<file path="src/design/triangle_tangent_basis_assert.svh">
// Assertion macros for the tangent basis block.
`ifndef TRIANGLE_TANGENT_BASIS_ASSERT_SVH
`define TRIANGLE_TANGENT_BASIS_ASSERT_SVH

// Implication checked on every clock edge outside reset.
`define TTB_ASSERT_IMP(label, clk, rst_n, ante, cons, msg) \
	label: assert property (@(posedge clk) disable iff (!rst_n) (ante) |-> (cons)) \
		else $error(msg);

// Implication checked in the cycle after the antecedent.
`define TTB_ASSERT_NEXT(label, clk, rst_n, ante, cons, msg) \
	label: assert property (@(posedge clk) disable iff (!rst_n) (ante) |=> (cons)) \
		else $error(msg);

`endif

</file>
<file path="src/design/ttb_pkg.sv">
`timescale 1ns / 1ps
// ----------------------------------------------------------------------------
// ttb_pkg
// Types and constants shared by the tangent basis block.
// ----------------------------------------------------------------------------
package ttb_pkg;

	localparam int CoordW   = 24;
	localparam int IndexW   = 16;
	localparam int OutW     = 32;
	localparam int OutFrac  = 16;
	localparam int DeltaW   = CoordW + 1;     // 25
	localparam int ProdW    = 2 * DeltaW;     // 50
	localparam int NumW     = ProdW + 1;      // 51
	localparam int MagW     = NumW;           // magnitudes of num and det
	localparam int QuotW    = OutW + 1;       // 33, covers 2^32 clamp
	localparam int DivSteps = MagW + OutFrac; // 67 restoring steps
	localparam int StepW    = 7;

	typedef enum logic [2:0] {
		ST_COLLECT,
		ST_MUL,
		ST_DIV,
		ST_EMIT
	} ttb_state_t;

	typedef struct packed {
		logic start;
		logic busy;
		logic done;
	} ttb_div_ctl_t;

endpackage

</file>
<file path="src/design/triangle_tangent_basis.sv">
`timescale 1ns / 1ps
// The first two corner beats are taken one per cycle. The third starts
// shared multiplier work (det, six numerators) and then, unless the
// triangle is degenerate, six divisions on the single divider (start,
// one quotient bit per restoring step, done); degenerate ones go to emit.
// No new triangle is taken until all three result beats have been accepted.
// Reset (arst_n low) clears the sequencer and corner count; corner data is not.
// ----------------------------------------------------------------------------
// triangle_tangent_basis
// Tangent and bitangent per triangle from positions and texture coordinates.
// ----------------------------------------------------------------------------
module triangle_tangent_basis import ttb_pkg::*; (
	input  logic                     clk,
	input  logic                     arst_n,
	input  logic                     in_valid,
	output logic                     in_stall,
	input  logic [IndexW-1:0]        vertex_index,
	input  logic signed [CoordW-1:0] pos_x,
	input  logic signed [CoordW-1:0] pos_y,
	input  logic signed [CoordW-1:0] pos_z,
	input  logic signed [CoordW-1:0] tex_u,
	input  logic signed [CoordW-1:0] tex_v,
	output logic                     out_valid,
	input  logic                     out_stall,
	output logic [IndexW-1:0]        corner_index,
	output logic signed [OutW-1:0]   tangent_x,
	output logic signed [OutW-1:0]   tangent_y,
	output logic signed [OutW-1:0]   tangent_z,
	output logic signed [OutW-1:0]   bitangent_x,
	output logic signed [OutW-1:0]   bitangent_y,
	output logic signed [OutW-1:0]   bitangent_z,
	output logic                     degenerate,
	output logic                     last_of_triangle
);

`include "triangle_tangent_basis_assert.svh"

	ttb_state_t state_q, state_nx;
	logic [1:0] corner_q;       // corners held, 0..2
	logic [1:0] emit_q;         // result beat within triangle
	logic [3:0] mstep_q;        // multiply step
	logic [2:0] dstep_q;        // division index 0..5
	logic       dstarted_q;

	// held corners: positions in slot 0 and slot 1, indices for all three
	logic [IndexW-1:0]        idx_q [3];
	logic signed [CoordW-1:0] px_q [2], py_q [2], pz_q [2], pu_q [2], pv_q [2];

	// deltas
	logic signed [DeltaW-1:0] dp1_q [3], dp2_q [3];
	logic signed [DeltaW-1:0] du1_q, dv1_q, du2_q, dv2_q;

	// products and numerators
	logic signed [ProdW-1:0]  prod_q;
	logic signed [NumW-1:0]   acc_q;
	logic signed [NumW-1:0]   num_q [6];
	logic signed [NumW-1:0]   det_q;
	logic signed [OutW-1:0]   res_q [6];
	logic                     degen_q;

	logic in_acc, out_acc;
	logic signed [DeltaW-1:0] ma, mb;
	logic div_start;
	ttb_div_ctl_t div_ctl;
	logic signed [OutW-1:0] div_quot;

	assign in_acc = in_valid && !in_stall;
	assign out_acc = out_valid && !out_stall;

	// next state
	always_comb begin
		state_nx = state_q;
		case (state_q)
			ST_COLLECT: if (in_acc && corner_q == 2'd2) state_nx = ST_MUL;
			ST_MUL:     if (mstep_q == 4'd14) state_nx = degen_q ? ST_EMIT : ST_DIV;
			ST_DIV:     if (div_ctl.done && dstep_q == 3'd5) state_nx = ST_EMIT;
			ST_EMIT:    if (out_acc && emit_q == 2'd2) state_nx = ST_COLLECT;
			default:    state_nx = ST_COLLECT;
		endcase
	end

	// outputs
	always_comb begin
		in_stall  = (state_q != ST_COLLECT);
		out_valid = (state_q == ST_EMIT);
		div_start = (state_q == ST_DIV) && !dstarted_q;
	end

	// Shared multiplier operand select. Steps 0..1: det terms; then six
	// numerators, two products each. The product is registered and read in the next cycle.
	always_comb begin
		ma = '0;
		mb = '0;
		case (mstep_q)
			4'd0:  begin ma = du1_q;    mb = dv2_q; end
			4'd1:  begin ma = dv1_q;    mb = du2_q; end
			4'd2:  begin ma = dp1_q[0]; mb = dv2_q; end
			4'd3:  begin ma = dp2_q[0]; mb = dv1_q; end
			4'd4:  begin ma = dp1_q[1]; mb = dv2_q; end
			4'd5:  begin ma = dp2_q[1]; mb = dv1_q; end
			4'd6:  begin ma = dp1_q[2]; mb = dv2_q; end
			4'd7:  begin ma = dp2_q[2]; mb = dv1_q; end
			4'd8:  begin ma = dp2_q[0]; mb = du1_q; end
			4'd9:  begin ma = dp1_q[0]; mb = du2_q; end
			4'd10: begin ma = dp2_q[1]; mb = du1_q; end
			4'd11: begin ma = dp1_q[1]; mb = du2_q; end
			4'd12: begin ma = dp2_q[2]; mb = du1_q; end
			4'd13: begin ma = dp1_q[2]; mb = du2_q; end
			default: begin ma = '0; mb = '0; end
		endcase
	end

	always_ff @(posedge clk or negedge arst_n) begin
		if (!arst_n) begin
			state_q    <= ST_COLLECT;
			corner_q   <= '0;
			emit_q     <= '0;
			mstep_q    <= '0;
			dstep_q    <= '0;
			dstarted_q <= 1'b0;
		end else begin
			state_q <= state_nx;
			if (in_acc) corner_q <= (corner_q == 2'd2) ? 2'd0 : corner_q + 2'd1;
			if (state_q == ST_MUL) mstep_q <= mstep_q + 4'd1;
			else mstep_q <= '0;
			if (state_q == ST_DIV) begin
				dstarted_q <= div_ctl.done ? 1'b0 : 1'b1;
				if (div_ctl.done) dstep_q <= dstep_q + 3'd1;
			end else begin
				dstarted_q <= 1'b0;
				dstep_q    <= '0;
			end
			if (out_acc) emit_q <= (emit_q == 2'd2) ? 2'd0 : emit_q + 2'd1;
		end
	end

	// datapath
	always_ff @(posedge clk) begin
		if (in_acc) begin
			idx_q[corner_q] <= vertex_index;
			if (corner_q != 2'd2) begin
				px_q[corner_q[0]] <= pos_x;
				py_q[corner_q[0]] <= pos_y;
				pz_q[corner_q[0]] <= pos_z;
				pu_q[corner_q[0]] <= tex_u;
				pv_q[corner_q[0]] <= tex_v;
			end else begin
				dp1_q[0] <= DeltaW'(px_q[1]) - DeltaW'(px_q[0]);
				dp1_q[1] <= DeltaW'(py_q[1]) - DeltaW'(py_q[0]);
				dp1_q[2] <= DeltaW'(pz_q[1]) - DeltaW'(pz_q[0]);
				dp2_q[0] <= DeltaW'(pos_x) - DeltaW'(px_q[0]);
				dp2_q[1] <= DeltaW'(pos_y) - DeltaW'(py_q[0]);
				dp2_q[2] <= DeltaW'(pos_z) - DeltaW'(pz_q[0]);
				du1_q <= DeltaW'(pu_q[1]) - DeltaW'(pu_q[0]);
				dv1_q <= DeltaW'(pv_q[1]) - DeltaW'(pv_q[0]);
				du2_q <= DeltaW'(tex_u) - DeltaW'(pu_q[0]);
				dv2_q <= DeltaW'(tex_v) - DeltaW'(pv_q[0]);
			end
		end
		if (state_q == ST_MUL) begin
			prod_q <= ma * mb;
			// product of an even step is latched in the next step; that of an odd step is subtracted
			if (mstep_q != 4'd0) begin
				if (mstep_q[0]) acc_q <= NumW'(prod_q);
				else begin
					if (mstep_q == 4'd2) begin
						det_q   <= acc_q - NumW'(prod_q);
						degen_q <= (acc_q == NumW'(prod_q));
					end else begin
						num_q[3'(mstep_q / 2 - 4'd2)] <= acc_q - NumW'(prod_q);
					end
				end
			end
		end
		if (div_ctl.done) res_q[dstep_q] <= div_quot;
		if (state_q == ST_MUL && mstep_q == 4'd14 && degen_q) begin
			for (int i = 0; i < 6; i++) res_q[i] <= '0;
		end
	end

	ttb_divider u_div (
		.clk    (clk),
		.arst_n (arst_n),
		.start  (div_start),
		.num    (num_q[dstep_q]),
		.den    (det_q),
		.ctl    (div_ctl),
		.quot   (div_quot)
	);

	assign corner_index     = idx_q[emit_q];
	assign tangent_x        = res_q[0];
	assign tangent_y        = res_q[1];
	assign tangent_z        = res_q[2];
	assign bitangent_x      = res_q[3];
	assign bitangent_y      = res_q[4];
	assign bitangent_z      = res_q[5];
	assign degenerate       = degen_q;
	assign last_of_triangle = (emit_q == 2'd2);

	`TTB_ASSERT_IMP(a_no_in_while_out, clk, arst_n, out_valid, in_stall, "input taken during emit")
	`TTB_ASSERT_IMP(a_div_idle_in_collect, clk, arst_n, state_q == ST_COLLECT, !div_ctl.done, "divider done while collecting")
	`TTB_ASSERT_NEXT(a_third_corner_starts, clk, arst_n, in_acc && corner_q == 2'd2, state_q == ST_MUL, "third corner did not start work")

endmodule

</file>
<file path="src/design/ttb_divider.sv">
`timescale 1ns / 1ps
// ----------------------------------------------------------------------------
// ttb_divider
// Restoring divider, one quotient bit per cycle: |num| * 2^16 / |den|,
// truncated, signed result saturated to 32 bits.
// ----------------------------------------------------------------------------
module ttb_divider import ttb_pkg::*; (
	input  logic                    clk,
	input  logic                    arst_n,
	input  logic                    start,
	input  logic signed [NumW-1:0]  num,
	input  logic signed [NumW-1:0]  den,
	output ttb_div_ctl_t            ctl,
	output logic signed [OutW-1:0]  quot
);

	logic [MagW-1:0]          n_q;      // dividend bits still to shift in
	logic [MagW-1:0]          d_q;
	logic [MagW:0]            rem_q;
	logic [DivSteps-1:0]      q_q;
	logic [StepW-1:0]         cnt_q;
	logic                     neg_q;
	logic                     busy_q;
	logic                     done_q;
	logic [MagW:0]            shifted;
	logic                     fits;
	logic [MagW-1:0]          n_abs;
	logic [MagW-1:0]          d_abs;
	logic [QuotW-1:0]         mag;

	assign n_abs   = num[NumW-1] ? MagW'(-num) : MagW'(num);
	assign d_abs   = den[NumW-1] ? MagW'(-den) : MagW'(den);
	assign shifted = {rem_q[MagW-1:0], n_q[MagW-1]};
	assign fits    = shifted >= {1'b0, d_q};

	always_ff @(posedge clk or negedge arst_n) begin
		if (!arst_n) begin
			busy_q <= 1'b0;
			done_q <= 1'b0;
			cnt_q  <= '0;
		end else begin
			done_q <= 1'b0;
			if (start) begin
				busy_q <= 1'b1;
				cnt_q  <= '0;
			end else if (busy_q) begin
				if (cnt_q == StepW'(DivSteps - 1)) begin
					busy_q <= 1'b0;
					done_q <= 1'b1;
				end
				cnt_q <= cnt_q + 1'b1;
			end
		end
	end

	always_ff @(posedge clk) begin
		if (start) begin
			n_q   <= n_abs;
			d_q   <= d_abs;
			rem_q <= '0;
			q_q   <= '0;
			neg_q <= num[NumW-1] ^ den[NumW-1];
		end else if (busy_q) begin
			n_q   <= {n_q[MagW-2:0], 1'b0};
			rem_q <= fits ? shifted - {1'b0, d_q} : shifted;
			q_q   <= {q_q[DivSteps-2:0], fits};
		end
	end

	// Any quotient bit at or above 2^32 clamps to the 2^32 marker.
	assign mag = (|q_q[DivSteps-1:QuotW-1]) ? {1'b1, {(QuotW-1){1'b0}}}
		: QuotW'(q_q[QuotW-2:0]);

	always_comb begin
		if (neg_q) begin
			quot = (mag > QuotW'(33'h0_8000_0000)) ? {1'b1, {(OutW-1){1'b0}}}
				: OutW'(-mag);
		end else begin
			quot = (mag > QuotW'(33'h0_7FFF_FFFF)) ? {1'b0, {(OutW-1){1'b1}}}
				: OutW'(mag);
		end
	end

	assign ctl.start = start;
	assign ctl.busy  = busy_q;
	assign ctl.done  = done_q;

endmodule
</file>
<file path="config.mk">
export PLATFORM = sky130hd
export DESIGN_NAME = triangle_tangent_basis
export DESIGN_NICKNAME = d
export VERILOG_FILES = /design/src/design/ttb_pkg.sv /design/src/design/triangle_tangent_basis.sv /design/src/design/ttb_divider.sv
export VERILOG_INCLUDE_DIRS = /design/src /design/src/design
export SDC_FILE = /design/constraint.sdc
export NUM_CORES = 2
export LEC_CHECK = 0
export BUFFER_PORTS_ARGS = -buffer_cell sky130_fd_sc_hd__buf_2
export CORE_MARGIN = 5
export CORE_UTILIZATION = 55
export DETAILED_ROUTE_END_ITERATION = 6
export HOLD_SLACK_MARGIN = 0.06
export PLACE_DENSITY = 0.75
export SKIP_CTS_REPAIR_TIMING = 1
export SLEW_MARGIN = 20
export SYNTH_ARGS = -nofsm -noshare
export SYNTH_HDL_FRONTEND = slang
export SYNTH_SLANG_ARGS = --single-unit
export TNS_END_PERCENT = 30
</file>
<file path="constraint.sdc">
create_clock -name clk -period 20.9 [get_ports clk]
set_input_delay 4.18 -clock clk [delete_from_list [all_inputs] [get_ports clk]]
set_output_delay 4.18 -clock clk [all_outputs]
set_load 0.03 [all_outputs]
</file>
# Word level (Yosys, flattened, before mapping)
# Memories as Yosys holds them, arrays and structs flattened.
# Index checks and enable logic that the tools add are counted.
[op_classes] n_reduce_logical=31 muxes=49 n_addsub=21 order_cmp=3 bitwise=3 eq_ne=28 mul=1
[op_table] operator="$sub 24x24->25" n=10
[op_table] operator="$mux 51" n=4
[op_table] operator="$pmux 25 s8" n=1
[op_table] operator="$neg 51->51" n=2
[op_table] operator="$pmux 25 s4" n=1
[op_table] operator="$mux 32" n=3
[op_table] operator="$ge 52x51->1" n=1
[op_table] operator="$sub 50x50->51" n=1
[op_table] operator="$sub 51x51->51" n=1
[op_table] operator="$eq 50x50->1" n=1
[op_table] operator="$mul 25x25->50" n=1
[op_table] operator="$mux 50" n=1
[op_table] operator="$reduce_or 35->1" n=1
[op_table] operator="$gt 33x31->1 const B" n=1
[op_table] operator="$gt 33x32->1 const B" n=1
[op_table] operator="$mux 33" n=1
[op_table] operator="$neg 32->32" n=1
[op_table] operator="$eq 4x4->1 const B" n=7
[op_table] operator="$mux 1" n=26
[op_table] operator="$mux 3" n=6
[op_table] operator="$eq 4x3->1 const B" n=4
[op_table] operator="$mux 7" n=2
[op_table] operator="$pmux 3 s4" n=1
[op_table] operator="$reduce_or 2->1" n=6
[op_table] operator="other kinds (30)" n=52
[word_totals] output_inout_bits=212 regBits=497 in_bits=140 ram_bits=936 elab_cells=169 mem_count=10
[mem_list] name="num_q" words=6 width=51 rd=1 rd_ports_with_merged_regs=0 write_ports=1 line="triangle_tangent_basis.sv:56" text="logic signed [NumW-1:0] num_q [6];"
[mem_list] name="res_q" words=6 width=32 rd=6 rd_ports_with_merged_regs=0 write_ports=7 line="triangle_tangent_basis.sv:58" text="logic signed [OutW-1:0] res_q [6];"
[mem_list] name="dp1_q" words=3 width=25 rd=3 rd_ports_with_merged_regs=0 write_ports=3 line="triangle_tangent_basis.sv:50" text="logic signed [DeltaW-1:0] dp1_q [3], dp2_q [3];"
[mem_list] name="dp2_q" words=3 width=25 rd=3 rd_ports_with_merged_regs=0 write_ports=3 line="triangle_tangent_basis.sv:50"
[mem_list] name="idx_q" words=3 width=16 rd=1 rd_ports_with_merged_regs=0 write_ports=1 line="triangle_tangent_basis.sv:46" text="logic [IndexW-1:0] idx_q [3];"
[mem_list] name="pu_q" words=2 width=24 rd=2 rd_ports_with_merged_regs=0 write_ports=1 line="triangle_tangent_basis.sv:47" text="logic signed [CoordW-1:0] px_q [2], py_q [2], pz_q [2], pu_q [2], pv_q [2];"
[mem_list] name="4 more memories"

# Logic depth before layout (Yosys ltp)
[logic_depth] depth_word=6 mapped_depth=39 mapped_depth_nobuf=35

# Cells and area by module
# From an unflattened synthesis, not the netlist that was laid out.
[hier_totals] hier_cells=8736 hier_area_um2=93121.8
[modules_own_cells] module="triangle_tangent_basis" area_per_inst_um2=77725.8 seq_area_each_um2=34102.7 instances=1 cells_each=6908
[modules_own_cells] module="ttb_divider" area_per_inst_um2=15396.0 seq_area_each_um2=5680.4 instances=1 cells_each=1828

# Least setup slack after synthesis
# No wires, ideal clock.
[synth_path] path_kind="input -> register" startpoint="input port in_valid" endpoint="register state_q[1]" t_arrival_ps=25987 n_path_buf=0 t_required_ps=20759 path_slack_ps=-5228 setup_time_ps=141 stages=4 path_cell_list="nand2_1 nor3b_1 o211ai_1 mux2_2"
[synth_via] elab_chain_len=4
[synth_lines] item="start, declared" line="triangle_tangent_basis.sv:15" text="input logic in_valid,"
[synth_lines] item="$logic_and 1x1->1" line="triangle_tangent_basis.sv:67" text="assign in_acc = in_valid && !in_stall;"
[synth_lines] item="$logic_and 1x1->1" line="triangle_tangent_basis.sv:74" text="ST_COLLECT: if (in_acc && corner_q == 2'd2) state_nx = ST_MUL;"
[synth_lines] item="$ne 2x2->1 (no source line)"
[synth_lines] item="$reduce_and 4->1 (no source line)"
[synth_lines] item="end signal, assigned" line="triangle_tangent_basis.sv:122" text="state_q <= state_nx;"
[synth_lines] item="end, declared" line="triangle_tangent_basis.sv:38" text="ttb_state_t state_q, state_nx;"
# No other way between the ends.
# A chain may end at the register's enable or synchronous reset.

# Worst setup path in the final report
[layout_path] startpoint="register mstep_q[1]" endpoint="register prod_q[49], data pin"
[layout_via] elab_chain_len=4 elab_cells_between_ends=27 cone_classes="1 x mul; 13 x eq/ne; 2 x mux; 11 x reduce/logical"
[layout_lines] item="start, declared" line="triangle_tangent_basis.sv:41" text="logic [3:0] mstep_q;"
[layout_lines] item="start signal, assigned" line="triangle_tangent_basis.sv:124" text="if (state_q == ST_MUL) mstep_q <= mstep_q + 4'd1;"
[layout_lines] item="$eq 4x4->1, or another cell as far along" line="triangle_tangent_basis.sv:94" text="case (mstep_q)"
[layout_lines] item="$reduce_or 4->1 (no source line), or another cell as far along"
[layout_lines] item="$pmux 25 s4 / $pmux 25 s8 (equally long branches)" line="triangle_tangent_basis.sv:94"
[layout_lines] item="$mul 25x25->50 (*)" line="triangle_tangent_basis.sv:161" text="prod_q <= ma * mb;"
[layout_lines] item="end signal, assigned" line="triangle_tangent_basis.sv:161"
[layout_lines] item="end, declared" line="triangle_tangent_basis.sv:54" text="logic signed [ProdW-1:0] prod_q;"
# Mark *: on every way between the ends. The rest lies on a longest branch, timed or not.

==> impl_metrics.ini <==
[synthesis]
synthArstFlopShare_pct = 1.61
syn_nets = 9938
synth_top_cell_by_area = edfxtp_1
ys.flop_type = edfxtp_1
synth-edff-count = 1099
synth_cell_types = 95
ys_seq_area_share_pct = 43.2
netlist_top_cells_area = edfxtp_1 (36%), fa_1 (15%), ha_1 (6.7%)
yosys_register_bits = 1432
yosys_warnings = 0
synth_area_um2 = 92100
syn-instance-count = 8630
synth_top_area_share_pct = 35.8
syn_area_per_cell_um2 = 10.7

[die]
die_y_um = 419
die_w_um = 419
initial_utilization_pct = 55.2
io_pins = 352
num_rows = 150
die_area_um2 = 176000
design.core.area_um2 = 167000

[clock_tree]
cts_made_buffers = 153
cts_sinks = 1432
cts_max_path_buffers = 3
cts-root-buf = clkbuf_16
cts_tree = built
clock_latency_ns = 0.81
htree_levels = 4
clkTransAtPathRegs_ns = 0.06

[final_layout]
utilization_pct = 60.8
nNetsFinal = 10195
drive_gt1_share_pct = 9.68
mostFrequentLayoutCell = edfxtp_1
fin_area_um2 = 101000
areaGrowthSynthToFinish_pct = 10.0
final_cell_mix = edfxtp_1 (1099), inv_1 (1039), nand2_1 (880)

[routing]
met2WireLength_mm = 117
viasPerCell = 5.87
drtIter0Drc = 6557
wl_per_cell_um = 21.8
ant_nets = 0
drt-total-wl_mm = 245
drt-met1-wl_mm = 96.5
vias = 65845
top_layer_used = met4
routed-wl-met3_mm = 17.4
drcViolationCount = 0
firstDrtPassIters = 7

[run]
drv_cap = 0

[global_routing]
grt_pass1_wl_mm = 379
globalRouteOverflowTotal = 0
antenna_found_initial = 3
grt_pass1_vias = 66262
grt_usage_pct = 27.7
grt_max_degree = 101

[sta]
hold_viol = 0
setup_violations = 0
final_max_slew_viol_count = 0
tightest_slew_ns = 1.21
rsz0062_at_grt = no
slew_headroom_pct = 18.6
fmax_mhz = 97.6
setup_ws_ns = 10.65
fin_setup_tns_ns = 0
fin_crit_ns = 10.25
finalCritPeriodShare_pct = 49.0
skew_ns = 0.0604

[worst_hold_path]
hold_path.class = reg -> reg

[placed_design]
placed_area_um2 = 96300
place_congestion = 0.997
pre_cts_slack_ns = 10.75
hpwl_mm = 184
numPortBuffers = 351

[worst_setup_path]
critPathSlowestCell = fa_1
worst-path-buf-inv = 6
cp_top_family = adder cells
startpoint_type = register
critPathKind = reg -> reg
required_ns = 21.42
path_max_fanout = 27
arrival_ns = 10.76
max_stage_delay_ns = 1.13
crit_top_cell = fa_1
endpoint_kind = register

[run_status]
status = completed
state kept, by name, indices dropped and copies added (netlist names), 50 cells and up:
| name | cells |
|---|---|
| dp2_q | 75 |
| det_q | 51 |
| num_q | 306 |
| dp1_q | 75 |
| u_div.d_q | 51 |
| prod_q | 50 |
| u_div.q_q | 67 |
| u_div.n_q | 51 |
| u_div.rem_q | 51 |
| res_q | 192 |
| acc_q | 50 |
through the flow:
stage / hold WS [ns] / cells
finish: 0.443 / 11214
global route: 0.447 / 11212
CTS: 0.429 / 11211
detailed placement: 0.434 / 10935
global placement: 0.434 / 10933
floorplan: 0.426 / 8630
cells in the mapped netlist, types with 34 or more instances:
library cell	instances
edfxtp_1	1099
inv_1	1041
nand2_1	885
nor2_1	883
fa_1	671
ha_1	497
a21oi_1	488
o21ai_0	358
dfxtp_1	310
clkbuf_1	302
xnor2_1	286
a211oi_1	174
mux2i_1	147
xor2_1	132
a21o_1	107
nor3_1	98
nand3_1	83
nor2b_1	73
a22oi_1	69
o21a_1	64
nand2b_1	58
mux4_2	51
nand4_1	47
o21bai_1	40
and3_1	36
o31ai_1	36
a31oi_1	34
worst reg2reg max path, delay by kind of cell, from the launching register on:
kind	cells	cell delay [ns]
fa+ha+maj	8	4.56
simple gates	8	2.10
compound gates	6	1.44
buf+inv	6	1.25
flops	1	0.51
xor+xnor	1	0.10
per-layer routing:
| layer | up-vias | global-route usage (%) |
|---|---|---|
| met4 | 0 | 13.7 |
| met3 | 599 | 4.27 |
| met1 | 32353 | 35.7 |
| met5 | - | 0 |
| li1 | 30202 | - |
| met2 | 2691 | 46.0 |
cell families after synthesis:
| group | after synthesis | share of synthesized area [%] |
|---|---|---|
| adders and majority gates | 1168 | 21.3 |
| xor gates and xnor gates | 418 | 3.97 |
| muxes | 215 | 3.05 |
| DFF | 1432 | 43.2 |
| buffers and inverters | 1382 | 5.70 |
| and+or+nand+nor | 2352 | 11.2 |
| AOI/OAI and AO/OA | 1663 | 11.6 |
final cells by class:
type	instances	area [µm²]
fill	13204	65500
inverter	1041	3910
tap	2204	2760
multi-input combinational	5816	47400
sequential	1432	39800
clock inverter	75	845
clock buffer	201	4180
timing repair buffer	443	2450
antenna	2	5.00
path summary, 6_finish.rpt:
| path | slack (ns) | endpoint | start | depth (start not counted) |
|---|---|---|---|---|
| max in group asynchronous | 16.78 | dstep_q[0]$_DFFE_PN0N_ | arst_n | 1 |
| min reg2reg | 0.44 | acc_q[11]$_DFFE_PP_ | prod_q[11]$_DFFE_PP_ | 0 |
| min | 0.44 | acc_q[11]$_DFFE_PP_ | prod_q[11]$_DFFE_PP_ | 0 |
| min in group asynchronous | 3.47 | u_div.cnt_q[2]$_DFFE_PN0P_ | arst_n | 1 |
| max | 10.65 | prod_q[49]$_DFFE_PP_ | mstep_q[1]$_DFF_PN0_ | 29 |
| max reg2reg | 10.65 | prod_q[49]$_DFFE_PP_ | mstep_q[1]$_DFF_PN0_ | 29 |
Power is left out: the tool's default activity adds up to more than one toggle a clock period on the data nets, which glitch-free logic cannot reach.
